--- src/rtl/core/dppq_pkg.sv ---
// ----------------------------------------------------------------------------
// dppq_pkg
// Shared types and constants for the dual priority process queue.
// ----------------------------------------------------------------------------
package dppq_pkg;

	localparam int unsigned PID_W = 6;
	localparam int unsigned PRIO_W = 4;
	localparam int unsigned CNT_W = 5;
	localparam int unsigned STATUS_W = 2;

	typedef enum logic [STATUS_W-1:0] {
		ST_DONE    = 2'd0,
		ST_FULL    = 2'd1,
		ST_MISSING = 2'd2
	} status_t;

	typedef enum logic {
		REQ_INSERT = 1'b0,
		REQ_REMOVE = 1'b1
	} req_t;

	typedef enum logic {
		SEL_READY   = 1'b0,
		SEL_BLOCKED = 1'b1
	} queue_sel_t;

	// one queue entry
	typedef struct packed {
		logic [PID_W-1:0]  handle;
		logic [PRIO_W-1:0] prio;
	} entry_t;

	// request broadcast along the row of cells
	typedef struct packed {
		logic              ins;
		logic              rem;
		logic [PID_W-1:0]  handle;
		logic [PRIO_W-1:0] prio;
	} cmd_t;

endpackage

--- src/rtl/core/dppq_cell.sv ---
// ----------------------------------------------------------------------------
// dppq_cell
// One slot of a sorted shift-register queue. Shifts towards the tail on
// insert, towards the head on remove.
// ----------------------------------------------------------------------------
module dppq_cell (
	input  logic            clk,
	input  dppq_pkg::cmd_t  cmd,
	input  logic            occupied,
	input  logic            prev_after,
	input  dppq_pkg::entry_t prev_entry,
	input  dppq_pkg::entry_t next_entry,
	input  logic            hit_in,
	output logic            after,
	output logic            hit_out,
	output dppq_pkg::entry_t entry
);

	dppq_pkg::entry_t entry_q;
	dppq_pkg::entry_t new_entry;
	logic             match;

	assign new_entry.handle = cmd.handle;
	assign new_entry.prio   = cmd.prio;

	// new item lands behind every entry of equal or higher priority
	assign after   = occupied && (entry_q.prio >= cmd.prio);
	assign match   = occupied && (entry_q.handle == cmd.handle);
	assign hit_out = hit_in || match;
	assign entry   = entry_q;

	always_ff @(posedge clk) begin
		if (cmd.ins && !after) begin
			entry_q <= prev_after ? new_entry : prev_entry;
		end else if (cmd.rem && hit_out) begin
			entry_q <= next_entry;
		end
	end

endmodule

--- src/rtl/core/dppq_queue.sv ---
// ----------------------------------------------------------------------------
// dppq_queue
// Row of cells forming one priority-sorted queue, plus its fill counter.
// ----------------------------------------------------------------------------
module dppq_queue #(
	parameter int unsigned DEPTH = 16
) (
	input  logic                         clk,
	input  logic                         arst_n,
	input  dppq_pkg::cmd_t               cmd,
	output logic                         full,
	output logic                         found,
	output logic [dppq_pkg::PID_W-1:0]   head,
	output logic [$clog2(DEPTH+1)-1:0]   fill
);

	localparam int unsigned CW = $clog2(DEPTH + 1);

	logic [CW-1:0]     fill_q;
	dppq_pkg::cmd_t    cell_cmd;
	dppq_pkg::entry_t  ent [DEPTH];
	dppq_pkg::entry_t  new_entry;
	logic [DEPTH-1:0]  after;
	logic [DEPTH:0]    hit;
	logic              ins_en;

	assign full      = (fill_q == CW'(DEPTH));
	assign found     = hit[DEPTH];
	assign ins_en    = cmd.ins && !full;
	assign fill      = fill_q;
	assign head      = (fill_q != '0) ? ent[0].handle : '0;
	assign hit[0]    = 1'b0;
	assign new_entry = '{handle: cmd.handle, prio: cmd.prio};

	always_comb begin
		cell_cmd     = cmd;
		cell_cmd.ins = ins_en;
	end

	for (genvar i = 0; i < DEPTH; i++) begin : g_cell
		logic             occ;
		logic             p_after;
		dppq_pkg::entry_t p_ent;
		dppq_pkg::entry_t n_ent;

		assign occ = (fill_q > CW'(i));
		if (i == 0) begin : g_first
			assign p_after = 1'b1;
			assign p_ent   = new_entry;
		end else begin : g_mid
			assign p_after = after[i-1];
			assign p_ent   = ent[i-1];
		end
		// tail slot leaves the queue on remove, so what it takes is irrelevant
		if (i == DEPTH - 1) begin : g_last
			assign n_ent = ent[i];
		end else begin : g_inner
			assign n_ent = ent[i+1];
		end

		dppq_cell u_cell (
			.clk        (clk),
			.cmd        (cell_cmd),
			.occupied   (occ),
			.prev_after (p_after),
			.prev_entry (p_ent),
			.next_entry (n_ent),
			.hit_in     (hit[i]),
			.after      (after[i]),
			.hit_out    (hit[i+1]),
			.entry      (ent[i])
		);
	end

	always_ff @(posedge clk or negedge arst_n) begin
		if (!arst_n) begin
			fill_q <= '0;
		end else if (ins_en) begin
			fill_q <= fill_q + CW'(1);
		end else if (cmd.rem && found) begin
			fill_q <= fill_q - CW'(1);
		end
	end

	a_fill_bound: assert property (@(posedge clk) disable iff (!arst_n)
		fill_q <= CW'(DEPTH))
		else $error("fill count above depth");

	a_full_hold: assert property (@(posedge clk) disable iff (!arst_n)
		(cmd.ins && full) |=> $stable(fill_q) && $stable(head))
		else $error("insert into full queue changed it");

	a_ins_grow: assert property (@(posedge clk) disable iff (!arst_n)
		ins_en |=> fill_q == $past(fill_q) + CW'(1))
		else $error("insert did not grow queue");

	a_miss_hold: assert property (@(posedge clk) disable iff (!arst_n)
		(cmd.rem && !found) |=> $stable(fill_q) && $stable(head))
		else $error("remove of absent handle changed queue");

endmodule

--- src/rtl/core/dual_priority_process_queue_unit.sv ---
// ----------------------------------------------------------------------------
// dual_priority_process_queue_unit
// Ready and blocked process queues, each kept sorted by priority.
// ----------------------------------------------------------------------------
// Each input item inserts a handle with a priority into, or removes a handle
// from, the ready or blocked queue chosen by queue_sel. Inserts go behind all
// entries of equal or higher priority; removes take the first match from the
// head. Every item gives one result item: a status plus head handle and count
// of both queues after the item.
// Each queue is a row of QUEUE_DEPTH cells that all compare against the
// request at once and shift one place in the same cycle, so an item is
// accepted every cycle while in_ready is high and its result is valid in the next cycle.
// The result sits in an output register; in_ready is high while that register
// is empty or being taken, so a stalled receiver holds back input and leaves
// both queues untouched.
// Reset empties both queues (fill counts to zero) and clears out_valid; no
// clearing pass is needed, slot contents are only read below the fill count.
// ----------------------------------------------------------------------------
module dual_priority_process_queue_unit #(
	parameter int unsigned QUEUE_DEPTH = 16
) (
	input  logic                           clk,
	input  logic                           arst_n,
	input  logic                           in_valid,
	output logic                           in_ready,
	input  logic                           req_type,
	input  logic                           queue_sel,
	input  logic [dppq_pkg::PID_W-1:0]     process_id,
	input  logic [dppq_pkg::PRIO_W-1:0]    priority_req,
	output logic                           out_valid,
	input  logic                           out_ready,
	output logic [dppq_pkg::STATUS_W-1:0]  status,
	output logic [dppq_pkg::PID_W-1:0]     ready_head_id,
	output logic [dppq_pkg::CNT_W-1:0]     ready_count,
	output logic [dppq_pkg::PID_W-1:0]     blocked_head_id,
	output logic [dppq_pkg::CNT_W-1:0]     blocked_count
);

	localparam int unsigned CW = $clog2(QUEUE_DEPTH + 1);

	logic               accept;
	logic               is_ins;
	logic               is_rem;
	dppq_pkg::cmd_t     rdy_cmd;
	dppq_pkg::cmd_t     blk_cmd;
	logic               rdy_full, rdy_found;
	logic               blk_full, blk_found;
	logic [CW-1:0]      rdy_fill, blk_fill;
	logic               sel_full, sel_found;
	dppq_pkg::status_t  status_d;
	dppq_pkg::status_t  status_q;
	logic               out_valid_q;

	assign in_ready = !out_valid_q || out_ready;
	assign accept   = in_valid && in_ready;
	assign is_ins   = accept && (dppq_pkg::req_t'(req_type) == dppq_pkg::REQ_INSERT);
	assign is_rem   = accept && (dppq_pkg::req_t'(req_type) == dppq_pkg::REQ_REMOVE);

	always_comb begin
		rdy_cmd.handle = process_id;
		rdy_cmd.prio   = priority_req;
		rdy_cmd.ins    = 1'b0;
		rdy_cmd.rem    = 1'b0;
		blk_cmd        = rdy_cmd;
		case (dppq_pkg::queue_sel_t'(queue_sel))
			dppq_pkg::SEL_READY: begin
				rdy_cmd.ins = is_ins;
				rdy_cmd.rem = is_rem;
			end
			dppq_pkg::SEL_BLOCKED: begin
				blk_cmd.ins = is_ins;
				blk_cmd.rem = is_rem;
			end
			default: begin
			end
		endcase
	end

	dppq_queue #(.DEPTH(QUEUE_DEPTH)) u_ready (
		.clk    (clk),
		.arst_n (arst_n),
		.cmd    (rdy_cmd),
		.full   (rdy_full),
		.found  (rdy_found),
		.head   (ready_head_id),
		.fill   (rdy_fill)
	);

	dppq_queue #(.DEPTH(QUEUE_DEPTH)) u_blocked (
		.clk    (clk),
		.arst_n (arst_n),
		.cmd    (blk_cmd),
		.full   (blk_full),
		.found  (blk_found),
		.head   (blocked_head_id),
		.fill   (blk_fill)
	);

	assign sel_full  = queue_sel ? blk_full : rdy_full;
	assign sel_found = queue_sel ? blk_found : rdy_found;

	always_comb begin
		case (dppq_pkg::req_t'(req_type))
			dppq_pkg::REQ_INSERT: status_d = sel_full ? dppq_pkg::ST_FULL : dppq_pkg::ST_DONE;
			dppq_pkg::REQ_REMOVE: status_d = sel_found ? dppq_pkg::ST_DONE : dppq_pkg::ST_MISSING;
			default:              status_d = dppq_pkg::ST_DONE;
		endcase
	end

	always_ff @(posedge clk or negedge arst_n) begin
		if (!arst_n) begin
			out_valid_q <= 1'b0;
		end else if (in_ready) begin
			out_valid_q <= in_valid;
		end
	end

	always_ff @(posedge clk) begin
		if (accept) begin
			status_q <= status_d;
		end
	end

	// queues only move on an accepted item, so heads and counts stay paired
	// with the held status while the receiver stalls
	assign out_valid     = out_valid_q;
	assign status        = status_q;
	assign ready_count   = dppq_pkg::CNT_W'(rdy_fill);
	assign blocked_count = dppq_pkg::CNT_W'(blk_fill);

	a_stall_hold: assert property (@(posedge clk) disable iff (!arst_n)
		(out_valid_q && !out_ready) |=> $stable(ready_count) && $stable(blocked_count)
			&& $stable(status_q))
		else $error("result changed while stalled");

	a_one_queue: assert property (@(posedge clk) disable iff (!arst_n)
		$onehot0({rdy_cmd.ins, rdy_cmd.rem, blk_cmd.ins, blk_cmd.rem}))
		else $error("more than one queue operation at once");

	a_result_follows: assert property (@(posedge clk) disable iff (!arst_n)
		accept |=> out_valid_q)
		else $error("accepted item gave no result");

endmodule

--- config.mk ---
export PLATFORM = sky130hd
export DESIGN_NAME = dual_priority_process_queue_unit
export DESIGN_NICKNAME = d
export VERILOG_FILES = /design/src/rtl/core/dppq_pkg.sv /design/src/rtl/core/dppq_cell.sv /design/src/rtl/core/dppq_queue.sv /design/src/rtl/core/dual_priority_process_queue_unit.sv
export SDC_FILE = /design/constraint.sdc
export NUM_CORES = 1
export LEC_CHECK = 0
export BUFFER_PORTS_ARGS = -buffer_cell sky130_fd_sc_hd__buf_2
export CAP_MARGIN = 20
export CELL_PAD_IN_SITES_DETAIL_PLACEMENT = 0
export CELL_PAD_IN_SITES_GLOBAL_PLACEMENT = 2
export CORE_ASPECT_RATIO = 0.8
export CORE_MARGIN = 1.5
export CORE_UTILIZATION = 35
export CTS_CLUSTER_DIAMETER = 30
export DETAILED_ROUTE_END_ITERATION = 12
export PLACE_DENSITY = 0.73
export SLEW_MARGIN = 20
export SYNTH_ARGS = -nofsm -noshare
export SYNTH_HDL_FRONTEND = slang
export SYNTH_SLANG_ARGS = --single-unit
export TNS_END_PERCENT = 5
--- constraint.sdc ---
create_clock -name clk -period 5.5 [get_ports clk]
set_input_delay 1.1 -clock clk [delete_from_list [all_inputs] [get_ports clk]]
set_output_delay 1.1 -clock clk [all_outputs]
set_load 0.01 [all_outputs]
==> impl_metrics.py <==
metrics = {
    "synthesis": {
        "ys_seq_area_share_pct": 44.0,
        "synthMostInstantiatedCell": "o21ai_0",
        "number_of_flops_mapped_to_enable_cells_by_yosys": 322,
        "synth_cell_types": 64,
        "mappedNetlistNets": 2356,
        "synth.largest_area_cell": "edfxtp_1",
        "syn-cell-area_um2": 22600,
        "synth_seq_cells": 333,
        "synth_flop_cell": "edfxtp_1",
        "fraction_of_post_synthesis_cell_area_in_the_top_cell_type_by_area_pct": 42.8,
        "synthesis.area_per_instance_um2": 10.3,
        "ys_warn_count": 0,
        "post_synthesis_async_set_or_reset_flop_share_pct": 3.30,
        "synthCells": 2200,
        "most_numerous_cell_types_in_the_synthesized_netlist": "o21ai_0 (335), nand2_1 (330), edfxtp_1 (322)",
        "synth.top_cells.by_area": "edfxtp_1 (43%), mux2i_1 (12%), ha_1 (7.8%)",
    },
    "cts": {
        "htree_levels": 3,
        "insertion_delay_ns": 0.63,
        "postCtsHoldBufs": 0,
        "clock-sinks": 333,
        "cts_tree": "done",
        "clock-root-buffer": "clkbuf_16",
        "worst_setup_hold_path_clk_slew_ns": 0.04,
        "cts-buffers-inserted": 93,
        "cts.repair_timing.setup_buffer_count": 0,
        "cells_resized_by_post_cts_repair": 0,
        "cts_max_path_buffers": 3,
    },
    "timing": {
        "tightest_slew_ns": 1.10,
        "finalSetupViolCount": 0,
        "fin_crit_ns": 3.90,
        "setup-tns-final_ns": 0,
        "final.hold.worst_slack_ns": 0.431,
        "timing_hold_violations_final": 0,
        "finClkSkew_ns": 0.0219,
        "unrepaired_setup_endpoints_after_global_routing": "false",
        "final_min_period_over_clock_period_pct": 70.9,
        "postLayoutSetupSlackWorst_ns": 1.60,
        "max_clock_freq_mhz": 256,
        "maxSlewViolCount": 0,
        "timing.max_slew.rel_slack_pct": 26.3,
    },
    "global_route": {
        "grt_max_degree": 50,
        "wire_length_of_the_first_global_routing_pass_mm": 104,
        "via_count_of_the_first_global_routing_pass": 16800,
        "initial_antenna_violation_count": 2,
        "track_usage_pct": 20.4,
        "overflow": 0,
    },
    "layout": {
        "area.growth.synth_to_final_pct": 19.5,
        "filler_cells_inserted": 6219,
        "final_core_utilization_pct": 42.2,
        "antenna_cells_inserted": 0,
        "layout.nets": 2426,
        "final_layout_size_suffix_gt1_share_pct": 13.3,
    },
    "floorplanning": {
        "row_count": 83,
        "die_area_um2": 66100,
        "die_height_um": 230,
        "floorplan.initialDensity_pct": 35.3,
        "die_width_um": 287,
        "core_region_area_um2": 64000,
        "boundaryPins": 42,
    },
    "power_and_ir_drop": {
        "vdd_ir_drop_max_uv": 250,
        "total_leakage_power_nw": 11.1,
        "power_density_nw_per_um2": 399,
    },
    "setup_path": {
        "timing.critical_path.slowest_cell_delay_ns": 0.54,
        "cp.buffers_inverters": 2,
        "timing.critical_path.fanout_max": 10,
        "setup.worst_path.end_class": "flop",
        "cpLargestDelayFamily": "simple AND/OR/NAND/NOR gates",
        "worst_ep_required_time_ns": 5.77,
        "worstPathArrival_ns": 4.17,
        "slowest_stage": "or3_1",
        "timing.critical_path.from_type": "flop",
        "worstPathCellList": "inv_1 > ha_1 > nor4b_2 > buf_4 > or3_1 > o22ai_1 > or3_1 > nor2_1 > nand2_1 > o21ai_0 > nand2_1",
        "critical_path_class": "flop to flop",
    },
    "placed_design": {
        "globalplace.congestion": 0.814,
        "pre_cts_ws_ns": 1.19,
        "io_buffer_count": 41,
        "place_hpwl_mm": 47.5,
    },
    "detailed_routing": {
        "drt_first_pass_iters": 5,
        "detail_route.wl_per_cell_um": 20.9,
        "detail-route-antenna-nets": 0,
        "routed_wirelength_mm": 66.9,
        "vias": 16600,
        "route.detailed.vias_per_inst": 5.19,
        "drt-initial-drc-count": 1088,
        "drc_violations_left": 0,
    },
    "flow_run": {
        "drv.max_cap_violation_count": 0,
    },
    "hold_path": {
        "worstHoldPathType": "primary input to asynchronous set/reset pin",
    },
    "status": {
        "run_status": "complete, no violations",
    },
}
-- per-stage QoR --
| step | instance area, um2 | std cells | power (mW) |
|---|---|---|---|
| 6_report | 27000 | 3198 | 10.8 |
| 5_1_grt | 27000 | 3198 | 11.2 |
| 4_1_cts | 27000 | 3197 | 10.8 |
| 3_5_place_dp | 23900 | 3024 | 5.42 |
| 3_3_place_gp | 23900 | 3024 | 5.39 |
| 2_1_floorplan | 22600 | 2200 | 4.74 |
-- cells by family (layout without fill, tap and decap cells) --
kind of cell / after synthesis / in the layout / share of synthesized area [%]
simple gates: 545 / 545 / 11.1
mux: 309 / 309 / 13.9
flops: 333 / 333 / 44.0
buf+inv: 187 / 335 / 3.58
xor+xnor: 198 / 198 / 7.68
fa+ha+maj: 140 / 140 / 7.75
compound gates: 488 / 488 / 12.0
-- final cells by class --
class | count | area, um2 | share of cell area [%]
flip-flops and latches | 333 | 9940 | 36.8
inverters | 44 | 165 | 0.612
multi-input cells | 1680 | 11900 | 44.0
well taps | 850 | 1060 | 3.94
clock buffers | 109 | 2470 | 9.16
repair buffers | 118 | 826 | 3.06
clock inverters | 64 | 636 | 2.35
-- where the power goes --
part           total, mW  leakage [nW]  internal, mW  switching [mW]
Combinational       2.10          6.58         0.855            1.25
Sequential          3.28          3.05          3.01           0.267
Clock               5.37          1.49          3.72            1.65
-- final timing paths --
check	slack [ns]	from	depth (start not counted)	to
setup / recovery	1.60	u_blocked.fill[1]	11	u_blocked.g_cell[12].u_cell.entry[6]
hold / removal	0.43	arst_n	1	u_ready.fill[0]
setup reg to reg	1.60	u_blocked.fill[1]	11	u_blocked.g_cell[12].u_cell.entry[6]
hold reg to reg	0.56	out_valid	2	out_valid
max in group asynchronous	4.71	arst_n	1	u_blocked.fill[3]
min in group clk	0.56	out_valid	2	out_valid
-- state kept, by name (all words and copies together), names as in the netlist --
signal	cells
u_blocked.fill	5
u_ready.g_cell.u_cell.entry	160
u_ready.fill	5
u_blocked.g_cell.u_cell.entry	160
out_valid	1
status	2
-- per-layer routing --
layer / wire [um] / global-route usage [%] / share of wire [%] / up-vias
met3: 3340 / 3.57 / 5.0 / 96
met2: 28200 / 29.6 / 42 / 378
met1: 34200 / 30.8 / 51 / 7982
li1: - / - / - / 8142
met5: 0 / 0 / 0 / -
met4: 1200 / 5.03 / 1.8 / 0
-- cell usage in the layout (no fill, tap or decap), types with 11 or more instances in the layout --
cell type and instances:
mux2i_1 277, o21ai_1 24, clkinv_1 27, buf_2 34, nor2b_1 11, clkbuf_16 97
nand4_1 28, dfrtp_1 11, inv_1 41, o21ai_0 313, nand2b_1 45, bufinv_16 12
mux2_2 32, a21oi_1 50, a21o_1 62, clkbuf_1 12, clkinv_2 13, edfxtp_1 322
nor4_1 22, ha_1 140, nor2_1 45, nand2_1 330, xor2_1 77, xnor2_1 121
buf_4 82
No activity file was read; power rests on OpenSTA's default activity.
